===== src/hw/rtl/wwss_pkg.sv =====
// Package with the types and constants of the well wash step sequencer.
package wwss_pkg;

  // Step phases as reported on the result channel.
  localparam logic [3:0] PH_IDLE     = 4'd0;
  localparam logic [3:0] PH_START    = 4'd1;
  localparam logic [3:0] PH_MOVE_X   = 4'd2;
  localparam logic [3:0] PH_FILL     = 4'd3;
  localparam logic [3:0] PH_Z_BOTTOM = 4'd4;
  localparam logic [3:0] PH_SHAKE    = 4'd5;
  localparam logic [3:0] PH_Z_TOP    = 4'd6;
  localparam logic [3:0] PH_DRAIN    = 4'd7;
  localparam logic [3:0] PH_WAIT     = 4'd8;
  localparam logic [3:0] PH_FINISH   = 4'd9;

  // Configuration register indexes.
  localparam logic [2:0] CFG_X_WELL_TARGET       = 3'd0;
  localparam logic [2:0] CFG_Z_BOTTOM            = 3'd1;
  localparam logic [2:0] CFG_WAIT_AFTER_MOVE_S   = 3'd2;
  localparam logic [2:0] CFG_WAIT_AFTER_BOTTOM_S = 3'd3;
  localparam logic [2:0] CFG_SHAKE_TIME_S        = 3'd4;
  localparam logic [2:0] CFG_WAIT_AFTER_SHAKE_S  = 3'd5;
  localparam logic [2:0] CFG_WAIT_FINAL_S        = 3'd6;
  localparam logic [2:0] CFG_STEP_OPTIONS        = 3'd7;

  localparam int unsigned CFG_INDEX_W = 3;
  localparam int unsigned CFG_DATA_W  = 32;

  localparam logic [9:0]  MS_PER_S    = 10'd1000;
  localparam logic [31:0] SHAKE_SWING = 32'd1000;

  // Option bits of step_options.
  localparam int unsigned OPT_FILL  = 0;
  localparam int unsigned OPT_DRAIN = 1;

  typedef struct packed {
    logic [31:0] x_well_target;
    logic [31:0] z_bottom;
    logic [15:0] wait_after_move_s;
    logic [15:0] wait_after_bottom_s;
    logic [15:0] shake_time_s;
    logic [15:0] wait_after_shake_s;
    logic [15:0] wait_final_s;
    logic [1:0]  step_options;
  } cfg_t;

  typedef struct packed {
    logic        command;
    logic [31:0] now_ms;
    logic [31:0] x_position;
    logic [31:0] z_position;
    logic        level_full;
    logic        level_empty;
  } item_t;

  typedef struct packed {
    logic        x_move_valid;
    logic [31:0] x_move_target;
    logic        z_move_valid;
    logic [31:0] z_move_target;
    logic        pump_on;
    logic        drain_active;
    logic [3:0]  phase;
    logic        step_done;
  } result_t;

  typedef struct packed {
    logic [3:0]  phase;
    logic [3:0]  phase_before_wait;
    logic [31:0] deadline_ms;
    logic        pump_on;
  } seq_state_t;

endpackage


===== src/hw/rtl/wwss_if.sv =====
// Channel interfaces for poll items and step results.
interface wwss_in_if;
  logic        valid;
  logic        ready;
  logic        command;
  logic [31:0] now_ms;
  logic [31:0] x_position;
  logic [31:0] z_position;
  logic        level_full;
  logic        level_empty;

  modport source (output valid, command, now_ms, x_position, z_position,
                  level_full, level_empty, input ready);
  modport sink (input valid, command, now_ms, x_position, z_position,
                level_full, level_empty, output ready);
endinterface

interface wwss_out_if;
  logic        valid;
  logic        ready;
  logic        x_move_valid;
  logic [31:0] x_move_target;
  logic        z_move_valid;
  logic [31:0] z_move_target;
  logic        pump_on;
  logic        drain_active;
  logic [3:0]  phase;
  logic        step_done;

  modport source (output valid, x_move_valid, x_move_target, z_move_valid,
                  z_move_target, pump_on, drain_active, phase, step_done,
                  input ready);
  modport sink (input valid, x_move_valid, x_move_target, z_move_valid,
                z_move_target, pump_on, drain_active, phase, step_done,
                output ready);
endinterface


===== src/hw/rtl/wwss_step.sv =====
// Next-state and result logic for one poll item of the wash step.
module wwss_step
  import wwss_pkg::*;
(
  input  cfg_t       cfg,
  input  item_t      item,
  input  seq_state_t st,
  output seq_state_t st_nxt,
  output result_t    res
);

  logic [31:0] low_point;
  logic        passed;
  logic        load_dl;
  logic [15:0] secs_sel;
  logic [25:0] dl_ofs;

  assign low_point = cfg.z_bottom - SHAKE_SWING;
  assign passed    = item.now_ms > st.deadline_ms;
  // A 16-bit count of seconds times 1000 fits in 26 bits.
  assign dl_ofs    = 26'(secs_sel * MS_PER_S);

  always_comb begin
    st_nxt   = st;
    res      = '0;
    load_dl  = 1'b0;
    secs_sel = '0;

    unique case (st.phase)
      PH_IDLE: begin
        if (item.command) st_nxt.phase = PH_START;
      end
      PH_START: begin
        res.x_move_valid  = 1'b1;
        res.x_move_target = cfg.x_well_target;
        st_nxt.phase      = PH_MOVE_X;
      end
      PH_MOVE_X: begin
        if (item.x_position == cfg.x_well_target) begin
          st_nxt.phase_before_wait = PH_MOVE_X;
          st_nxt.phase             = PH_WAIT;
          load_dl                  = 1'b1;
          secs_sel                 = cfg.wait_after_move_s;
        end
      end
      PH_FILL: begin
        if (item.level_full) begin
          res.z_move_valid  = 1'b1;
          res.z_move_target = cfg.z_bottom;
          st_nxt.phase      = PH_Z_BOTTOM;
          st_nxt.pump_on    = 1'b0;
        end
      end
      PH_Z_BOTTOM: begin
        if (item.z_position == cfg.z_bottom) begin
          st_nxt.phase_before_wait = PH_Z_BOTTOM;
          st_nxt.phase             = PH_WAIT;
          load_dl                  = 1'b1;
          secs_sel                 = cfg.wait_after_bottom_s;
        end
      end
      PH_SHAKE: begin
        if (item.z_position == low_point) begin
          res.z_move_valid  = 1'b1;
          res.z_move_target = cfg.z_bottom;
        end
        if (item.z_position == cfg.z_bottom) begin
          if (passed) begin
            st_nxt.phase_before_wait = PH_SHAKE;
            st_nxt.phase             = PH_WAIT;
            load_dl                  = 1'b1;
            secs_sel                 = cfg.wait_after_shake_s;
          end else begin
            res.z_move_valid  = 1'b1;
            res.z_move_target = low_point;
          end
        end
      end
      PH_Z_TOP: begin
        if (item.z_position == '0) begin
          st_nxt.phase_before_wait = PH_Z_TOP;
          if (cfg.step_options[OPT_DRAIN]) begin
            st_nxt.phase = PH_DRAIN;
          end else begin
            st_nxt.phase = PH_WAIT;
            load_dl      = 1'b1;
            secs_sel     = cfg.wait_final_s;
          end
        end
      end
      PH_DRAIN: begin
        if (item.level_empty) begin
          st_nxt.phase_before_wait = PH_DRAIN;
          st_nxt.phase             = PH_WAIT;
          load_dl                  = 1'b1;
          secs_sel                 = cfg.wait_final_s;
        end
      end
      PH_WAIT: begin
        if (passed) begin
          unique case (st.phase_before_wait) inside
            PH_MOVE_X: begin
              if (cfg.step_options[OPT_FILL]) begin
                st_nxt.phase   = PH_FILL;
                st_nxt.pump_on = 1'b1;
              end else begin
                res.z_move_valid  = 1'b1;
                res.z_move_target = cfg.z_bottom;
                st_nxt.phase      = PH_Z_BOTTOM;
              end
            end
            PH_Z_BOTTOM: begin
              res.z_move_valid  = 1'b1;
              res.z_move_target = low_point;
              st_nxt.phase      = PH_SHAKE;
              load_dl           = 1'b1;
              secs_sel          = cfg.shake_time_s;
            end
            PH_SHAKE: begin
              res.z_move_valid  = 1'b1;
              res.z_move_target = '0;
              st_nxt.phase      = PH_Z_TOP;
            end
            PH_Z_TOP, PH_DRAIN: begin
              st_nxt.phase = PH_FINISH;
            end
            default: begin
              // An unknown return phase keeps the block waiting.
            end
          endcase
        end
      end
      PH_FINISH: begin
        st_nxt.phase  = PH_IDLE;
        res.step_done = 1'b1;
      end
      default: begin
        // Codes outside the step are held without action.
      end
    endcase

    if (load_dl) st_nxt.deadline_ms = item.now_ms + 32'(dl_ofs);

    res.pump_on      = st_nxt.pump_on;
    res.drain_active = (st_nxt.phase == PH_DRAIN);
    res.phase        = st_nxt.phase;
  end

endmodule


===== src/hw/rtl/well_wash_step_sequencer.sv =====
// Top level of the well wash step sequencer.
//
// Poll items arrive on in_ch (valid/ready): a command (poll or start),
// the millisecond tick, the X and Z positions and the two level sensors.
// Each item yields exactly one result on out_ch: the motor target writes
// issued by that item, pump drive, drain flag, the phase after the item
// and a done pulse on the item that leaves finish.
// The cfg_ port writes the eight step registers; write them only while
// no transaction is in flight.
// An accepted item sits in an input register, the phase logic then runs
// in a single pass into the result register, so each item passes the
// input register and then the result register before out_ch offers its
// result. One item per cycle is taken in sustained operation while
// out_ch is ready; the phase state is updated as each item moves into
// the result register, so the next item already sees it.
// When the receiver stalls, the result register holds and the input
// register still fills, after which in_ch.ready drops until out_ch moves.
// Synchronous reset clears the step registers and the state, empties both
// stages and puts the sequence in idle with the pump off and the deadline at zero.
module well_wash_step_sequencer
  import wwss_pkg::*;
(
  input  logic                   clk,
  input  logic                   rst_n,
  wwss_in_if.sink                in_ch,
  wwss_out_if.source             out_ch,
  input  logic                   cfg_we,
  input  logic [CFG_INDEX_W-1:0] cfg_index,
  input  logic [CFG_DATA_W-1:0]  cfg_wdata
);

  cfg_t       cfg_r;
  seq_state_t st_r;
  seq_state_t st_nxt;
  item_t      item_r;
  logic       item_valid_r;
  result_t    res_r;
  result_t    res_nxt;
  logic       out_valid_r;
  logic       in_fire;
  logic       advance;

  assign advance   = item_valid_r && (!out_valid_r || out_ch.ready);
  assign in_ch.ready = !item_valid_r || advance;
  assign in_fire   = in_ch.valid && in_ch.ready;

  always_ff @(posedge clk) begin
    if (!rst_n) begin
      cfg_r <= '0;
    end else if (cfg_we) begin
      unique case (cfg_index)
        CFG_X_WELL_TARGET:       cfg_r.x_well_target       <= cfg_wdata;
        CFG_Z_BOTTOM:            cfg_r.z_bottom            <= cfg_wdata;
        CFG_WAIT_AFTER_MOVE_S:   cfg_r.wait_after_move_s   <= cfg_wdata[15:0];
        CFG_WAIT_AFTER_BOTTOM_S: cfg_r.wait_after_bottom_s <= cfg_wdata[15:0];
        CFG_SHAKE_TIME_S:        cfg_r.shake_time_s        <= cfg_wdata[15:0];
        CFG_WAIT_AFTER_SHAKE_S:  cfg_r.wait_after_shake_s  <= cfg_wdata[15:0];
        CFG_WAIT_FINAL_S:        cfg_r.wait_final_s        <= cfg_wdata[15:0];
        CFG_STEP_OPTIONS:        cfg_r.step_options        <= cfg_wdata[1:0];
        default: ;
      endcase
    end
  end

  always_ff @(posedge clk) begin
    if (in_fire) begin
      item_r.command     <= in_ch.command;
      item_r.now_ms      <= in_ch.now_ms;
      item_r.x_position  <= in_ch.x_position;
      item_r.z_position  <= in_ch.z_position;
      item_r.level_full  <= in_ch.level_full;
      item_r.level_empty <= in_ch.level_empty;
    end
    if (advance) res_r <= res_nxt;
  end

  always_ff @(posedge clk) begin
    if (!rst_n) begin
      item_valid_r <= 1'b0;
      out_valid_r  <= 1'b0;
      st_r         <= '0;
    end else begin
      if (in_fire) begin
        item_valid_r <= 1'b1;
      end else if (advance) begin
        item_valid_r <= 1'b0;
      end
      if (advance) begin
        out_valid_r <= 1'b1;
        st_r        <= st_nxt;
      end else if (out_ch.ready) begin
        out_valid_r <= 1'b0;
      end
    end
  end

  wwss_step u_step (
    .cfg    (cfg_r),
    .item   (item_r),
    .st     (st_r),
    .st_nxt (st_nxt),
    .res    (res_nxt)
  );

  assign out_ch.valid         = out_valid_r;
  assign out_ch.x_move_valid  = res_r.x_move_valid;
  assign out_ch.x_move_target = res_r.x_move_target;
  assign out_ch.z_move_valid  = res_r.z_move_valid;
  assign out_ch.z_move_target = res_r.z_move_target;
  assign out_ch.pump_on       = res_r.pump_on;
  assign out_ch.drain_active  = res_r.drain_active;
  assign out_ch.phase         = res_r.phase;
  assign out_ch.step_done     = res_r.step_done;

endmodule


===== src/flat_wrapper.sv =====
// flat-port wrapper written by rule: the top's interface ports become plain ports
module well_wash_step_sequencer_flat import wwss_pkg::*;
  (clk, rst_n, cfg_we, cfg_index, cfg_wdata, in_ch_valid, in_ch_command, in_ch_now_ms, in_ch_x_position, in_ch_z_position, in_ch_level_full, in_ch_level_empty, in_ch_ready, out_ch_valid, out_ch_x_move_valid, out_ch_x_move_target, out_ch_z_move_valid, out_ch_z_move_target, out_ch_pump_on, out_ch_drain_active, out_ch_phase, out_ch_step_done, out_ch_ready);
  wwss_in_if in_ch_i ();
  wwss_out_if out_ch_i ();
  input  logic clk;
  input  logic rst_n;
  input  logic cfg_we;
  input  logic [CFG_INDEX_W-1:0] cfg_index;
  input  logic [CFG_DATA_W-1:0] cfg_wdata;
  input wire logic [$bits(in_ch_i.valid)-1:0] in_ch_valid;
  input wire logic [$bits(in_ch_i.command)-1:0] in_ch_command;
  input wire logic [$bits(in_ch_i.now_ms)-1:0] in_ch_now_ms;
  input wire logic [$bits(in_ch_i.x_position)-1:0] in_ch_x_position;
  input wire logic [$bits(in_ch_i.z_position)-1:0] in_ch_z_position;
  input wire logic [$bits(in_ch_i.level_full)-1:0] in_ch_level_full;
  input wire logic [$bits(in_ch_i.level_empty)-1:0] in_ch_level_empty;
  output wire logic [$bits(in_ch_i.ready)-1:0] in_ch_ready;
  output wire logic [$bits(out_ch_i.valid)-1:0] out_ch_valid;
  output wire logic [$bits(out_ch_i.x_move_valid)-1:0] out_ch_x_move_valid;
  output wire logic [$bits(out_ch_i.x_move_target)-1:0] out_ch_x_move_target;
  output wire logic [$bits(out_ch_i.z_move_valid)-1:0] out_ch_z_move_valid;
  output wire logic [$bits(out_ch_i.z_move_target)-1:0] out_ch_z_move_target;
  output wire logic [$bits(out_ch_i.pump_on)-1:0] out_ch_pump_on;
  output wire logic [$bits(out_ch_i.drain_active)-1:0] out_ch_drain_active;
  output wire logic [$bits(out_ch_i.phase)-1:0] out_ch_phase;
  output wire logic [$bits(out_ch_i.step_done)-1:0] out_ch_step_done;
  input wire logic [$bits(out_ch_i.ready)-1:0] out_ch_ready;
  assign in_ch_i.valid = in_ch_valid;
  assign in_ch_i.command = in_ch_command;
  assign in_ch_i.now_ms = in_ch_now_ms;
  assign in_ch_i.x_position = in_ch_x_position;
  assign in_ch_i.z_position = in_ch_z_position;
  assign in_ch_i.level_full = in_ch_level_full;
  assign in_ch_i.level_empty = in_ch_level_empty;
  assign in_ch_ready = in_ch_i.ready;
  assign out_ch_valid = out_ch_i.valid;
  assign out_ch_x_move_valid = out_ch_i.x_move_valid;
  assign out_ch_x_move_target = out_ch_i.x_move_target;
  assign out_ch_z_move_valid = out_ch_i.z_move_valid;
  assign out_ch_z_move_target = out_ch_i.z_move_target;
  assign out_ch_pump_on = out_ch_i.pump_on;
  assign out_ch_drain_active = out_ch_i.drain_active;
  assign out_ch_phase = out_ch_i.phase;
  assign out_ch_step_done = out_ch_i.step_done;
  assign out_ch_i.ready = out_ch_ready;
  well_wash_step_sequencer u_core (.clk(clk), .rst_n(rst_n), .in_ch(in_ch_i), .out_ch(out_ch_i), .cfg_we(cfg_we), .cfg_index(cfg_index), .cfg_wdata(cfg_wdata));
endmodule

===== config.mk =====
export PLATFORM = sky130hd
export DESIGN_NAME = well_wash_step_sequencer_flat
export DESIGN_NICKNAME = d
export VERILOG_FILES = /design/src/hw/rtl/wwss_pkg.sv /design/src/hw/rtl/wwss_if.sv /design/src/hw/rtl/wwss_step.sv /design/src/hw/rtl/well_wash_step_sequencer.sv /design/src/flat_wrapper.sv
export SDC_FILE = /design/constraint.sdc
export NUM_CORES = 1
export LEC_CHECK = 0
export ABC_AREA = 1
export BUFFER_PORTS_ARGS = -buffer_cell sky130_fd_sc_hd__buf_4
export CAP_MARGIN = 40
export CORE_UTILIZATION = 60
export DETAILED_ROUTE_END_ITERATION = 6
export GPL_TIMING_DRIVEN = 0
export HOLD_SLACK_MARGIN = 0.08
export PLACE_DENSITY = 0.81
export SLEW_MARGIN = 25
export SYNTH_ARGS = -nofsm -noshare
export SYNTH_HDL_FRONTEND = slang
export SYNTH_SLANG_ARGS = --single-unit

===== constraint.sdc =====
create_clock -name clk -period 8.9 [get_ports clk]
set_input_delay 0.445 -clock clk [delete_from_list [all_inputs] [get_ports clk]]
set_output_delay 0.445 -clock clk [all_outputs]
set_load 0.02 [all_outputs]

==> results.json <==
{
  "status": "finished, final reports clean",
  "worstPathMaxFanout": 10,
  "hpwl_um": 48610,
  "gp_congestion": 1.012,
  "r2r-end": "u_core.st_r[30]",
  "antenna_cells": 0,
  "fin_crit_ns": 8.365,
  "cts_tree": "yes",
  "clk_latency_ns": 0.58,
  "synth_edf_count": 172,
  "synth_mux_area_share_pct": 0,
  "met3_usage_pct": 5.453,
  "synth_top_family_by_area": "simple AND/OR/NAND/NOR gates",
  "pin_count": 214,
  "grt_pass1_wl_um": 101900,
  "synth-compound-area-share_pct": 12.23,
  "routed_wirelength_um": 65760,
  "skew_ns": 0.01938,
  "syn_area_um2": 21530,
  "fin_cells": 3532,
  "synth_xor_area_share_pct": 5.369,
  "area_growth_pct": 21.32,
  "reg2regPathDepth": 41,
  "start_kind": "flip-flop",
  "r2r-start": "u_core.item_r[93]",
  "track_usage_pct": 36.14,
  "crit_end": "u_core.st_r[30]",
  "fin_nets": 3346,
  "drtIter0Drc": 1822,
  "path_delay_family": "adder cells",
  "viasPerCell": 5.685,
  "slowest_stage": "fa_1",
  "syn_area_per_cell_um2": 8.026,
  "reg2reg_slack_ns": 0.54,
  "end_kind": "flip-flop",
  "synth_cell_types": 48,
  "dp.cells": 3356,
  "dieArea_um2": 36650,
  "path_buf_inv": 6,
  "async_flop_share_pct": 0,
  "die_w_um": 191.5,
  "fmax_mhz": 119.6,
  "synth_cells": 2683,
  "cpPeakStageDelay_ns": 0.57,
  "core_area_um2": 35480,
  "powerDensity_nw_per_um2": 152.8,
  "tns_ns": 0,
  "clockBufferDepth": 3,
  "drv_cap": 0,
  "worst_slew_pin_slew_ns": 0.8743,
  "wl_per_cell_um": 18.62,
  "cpMostUsedCell": "nand2_1",
  "hold_viol_final": 0,
  "cts.root.buffer_cell": "clkbuf_16",
  "min_path_type": "primary input to flip-flop",
  "first_pass_iters": 6,
  "yosys.area_share.adder_pct": 11.62,
  "syn-num-nets": 2989,
  "synth_flop_cell": "dfxtp_1",
  "path_class": "flip-flop to flip-flop",
  "ir_worst_vdd_mv": 0.1932,
  "globalRouteMet2Util_pct": 62.08,
  "cts_max_level": 2,
  "arrival_ns": 8.86,
  "synth_seq_cells": 360,
  "grt.overflow.total": 0,
  "die_h_um": 191.5,
  "grt_max_degree": 65,
  "numCtsBuffers": 39,
  "path_clk_slew_ns": 0.06,
  "initial_core_util_pct": 60.69,
  "synth-simple-area-share_pct": 21.16,
  "drv_slew": 0,
  "drc": 0,
  "yosysSeqAreaShare_pct": 41.46,
  "post-place-ws_ns": -0.06243,
  "clock_sinks": 360,
  "timing.slew.headroom_pct": 41.50,
  "row_count": 69,
  "antenna_found_initial": 1,
  "ys.warnings.count": 0,
  "io_buffers": 210,
  "busiest_layer": "met2",
  "leakage_nw": 11.68,
  "grt_pass1_vias": 19821,
  "drive_gt1_share_pct": 12.24,
  "setup_viol": 0,
  "final_core_util_pct": 73.63,
  "crit_path_start": "u_core.item_r[93]",
  "ant_nets": 0,
  "met1_usage_pct": 43.93,
  "setup_ws_ns": 0.5354,
  "post-route-period-util_pct": 93.98,
  "required_ns": 9.40,
  "cp.depth": 41,
  "vias": 20081
}
[state kept, by name (all words and copies together) (netlist names)]
name and flops:
u_core.cfg_r 146, u_core.st_r 40, u_core.out_ch.x_move_valid 1, u_core.item_valid_r 1
u_core.out_ch.valid 1, u_core.out_ch.z_move_target 32, u_core.out_ch.phase 4, u_core.out_ch.drain_active 1
u_core.out_ch.x_move_target 32, u_core.out_ch.pump_on 1, u_core.out_ch.z_move_valid 1, u_core.item_r 99
u_core.out_ch.step_done 1
[logic make-up after synthesis]
kind of cell | count (synthesis)
compound gates | 475
xor+xnor | 132
fa+ha+maj | 167
buf+inv | 451
flops | 360
simple gates | 1098
[how the worst min path moves through the flow]
stage / from / cells after the start / endpoint / slack (ns)
3_3_place_gp: u_core.cfg_r[32] / 2 / u_core.cfg_r[32] / 0.44
6_report: out_ch_ready / 4 / u_core.out_ch.valid / 0.16
2_1_floorplan: u_core.cfg_r[64] / 2 / u_core.cfg_r[64] / 0.42
4_1_cts: out_ch_ready / 4 / u_core.out_ch.valid / 0.16
3_5_place_dp: u_core.cfg_r[32] / 2 / u_core.cfg_r[32] / 0.45
5_1_grt: cfg_wdata[26] / 3 / u_core.cfg_r[108] / 0.16
[Yosys cell counts, types with 5 or more instances]
cell	n	area (um^2)
nor2_2	7	43.79
xor2_1	80	700.7
nor2_1	409	1535
xnor2_1	52	455.4
o22ai_2	20	250.2
nor3_1	25	125.1
inv_2	7	26.28
buf_4	7	52.55
nand4_1	31	193.9
edfxtp_1	172	5165
nand2_1	473	1775
clkbuf_1	63	236.5
buf_1	5	18.77
ha_1	112	1401
o21ai_0	214	1071
nand3_1	117	585.6
a21oi_1	181	905.9
fa_1	55	1101
buf_2	11	55.05
a22oi_1	8	60.06
o22ai_1	33	206.5
nand2_2	8	50.05
dfxtp_1	188	3764
inv_1	350	1314
nor2_4	6	67.56
[cell type report]
class / instances / area [um^2]
clock inverter: 19 / 193.9
fill: 2628 / 9358
tap: 461 / 576.8
timing repair buffer: 317 / 2668
sequential: 360 / 8929
multi-input combinational: 1872 / 10920
inverter: 361 / 1364
buffer: 89 / 407.9
clock buffer: 53 / 1069
[placed cells by master (no fill, tap or decap), types with 7 or more instances in the layout]
master / synthesis / routed
nor2_4: 6 / 8
nand2_1: 473 / 472
ha_1: 112 / 112
nor2_1: 409 / 404
clkinv_2: 0 / 7
nand2_2: 8 / 9
buf_2: 11 / 9
xnor2_1: 52 / 52
clkbuf_1: 63 / 70
buf_4: 7 / 223
dlygate4sd3_1: 0 / 99
a22oi_1: 8 / 8
inv_2: 7 / 9
nor3_1: 25 / 23
o22ai_1: 33 / 33
dfxtp_1: 188 / 188
o21ai_0: 214 / 212
a21oi_1: 181 / 181
clkinv_1: 4 / 7
xor2_1: 80 / 79
inv_1: 350 / 346
nand3_1: 117 / 115
clkbuf_16: 0 / 39
edfxtp_1: 172 / 172
fa_1: 55 / 55
nand4_1: 31 / 31
nor2_2: 7 / 10
o22ai_2: 20 / 20
[layer usage]
layer | part of all wire [%] | vias to the layer above
li1 | - | 9470
met1 | 39 | 9443
met3 | 7.8 | 218
met4 | 5.2 | 0
met2 | 48 | 950
met5 | 0 | -
[timing repair]
item,4_1_cts,5_1_grt
gates resized for setup,3,22
pin swaps,0,2
setup buffers,0,6
endpoints found under the setup margin,6,14
hold buffers,99,0
endpoints found under the hold margin,99,0
[power breakdown]
part,internal (W),switching [W],leakage [nW]
clock,0.000912,0.000706,0.613
sequential,0.00180,0.0000472,3.21
combinational,0.000195,0.000326,7.85
total,0.00291,0.00108,11.7
[per-stage QoR]
stage | hold slack (ns) | total power (W) | area [um^2]
6_report | 0.1636 | 0.003991 | 26130
4_1_cts | 0.1589 | 0.003969 | 26020
2_1_floorplan | 0.4245 | 0.002158 | 21530
5_1_grt | 0.1598 | 0.004113 | 26130
3_3_place_gp | 0.4423 | 0.002340 | 23690
3_5_place_dp | 0.4518 | 0.002351 | 23750
[tightest hold or removal path: cells and delay by family]
| kind | cells | cell delay (ns) |
|---|---|---|
| buffers and inverters | 2 | 0.12 |
| and+or+nand+nor | 1 | 0.07 |
| AOI/OAI and AO/OA | 1 | 0.06 |
(Power assumes the default switching activity.)
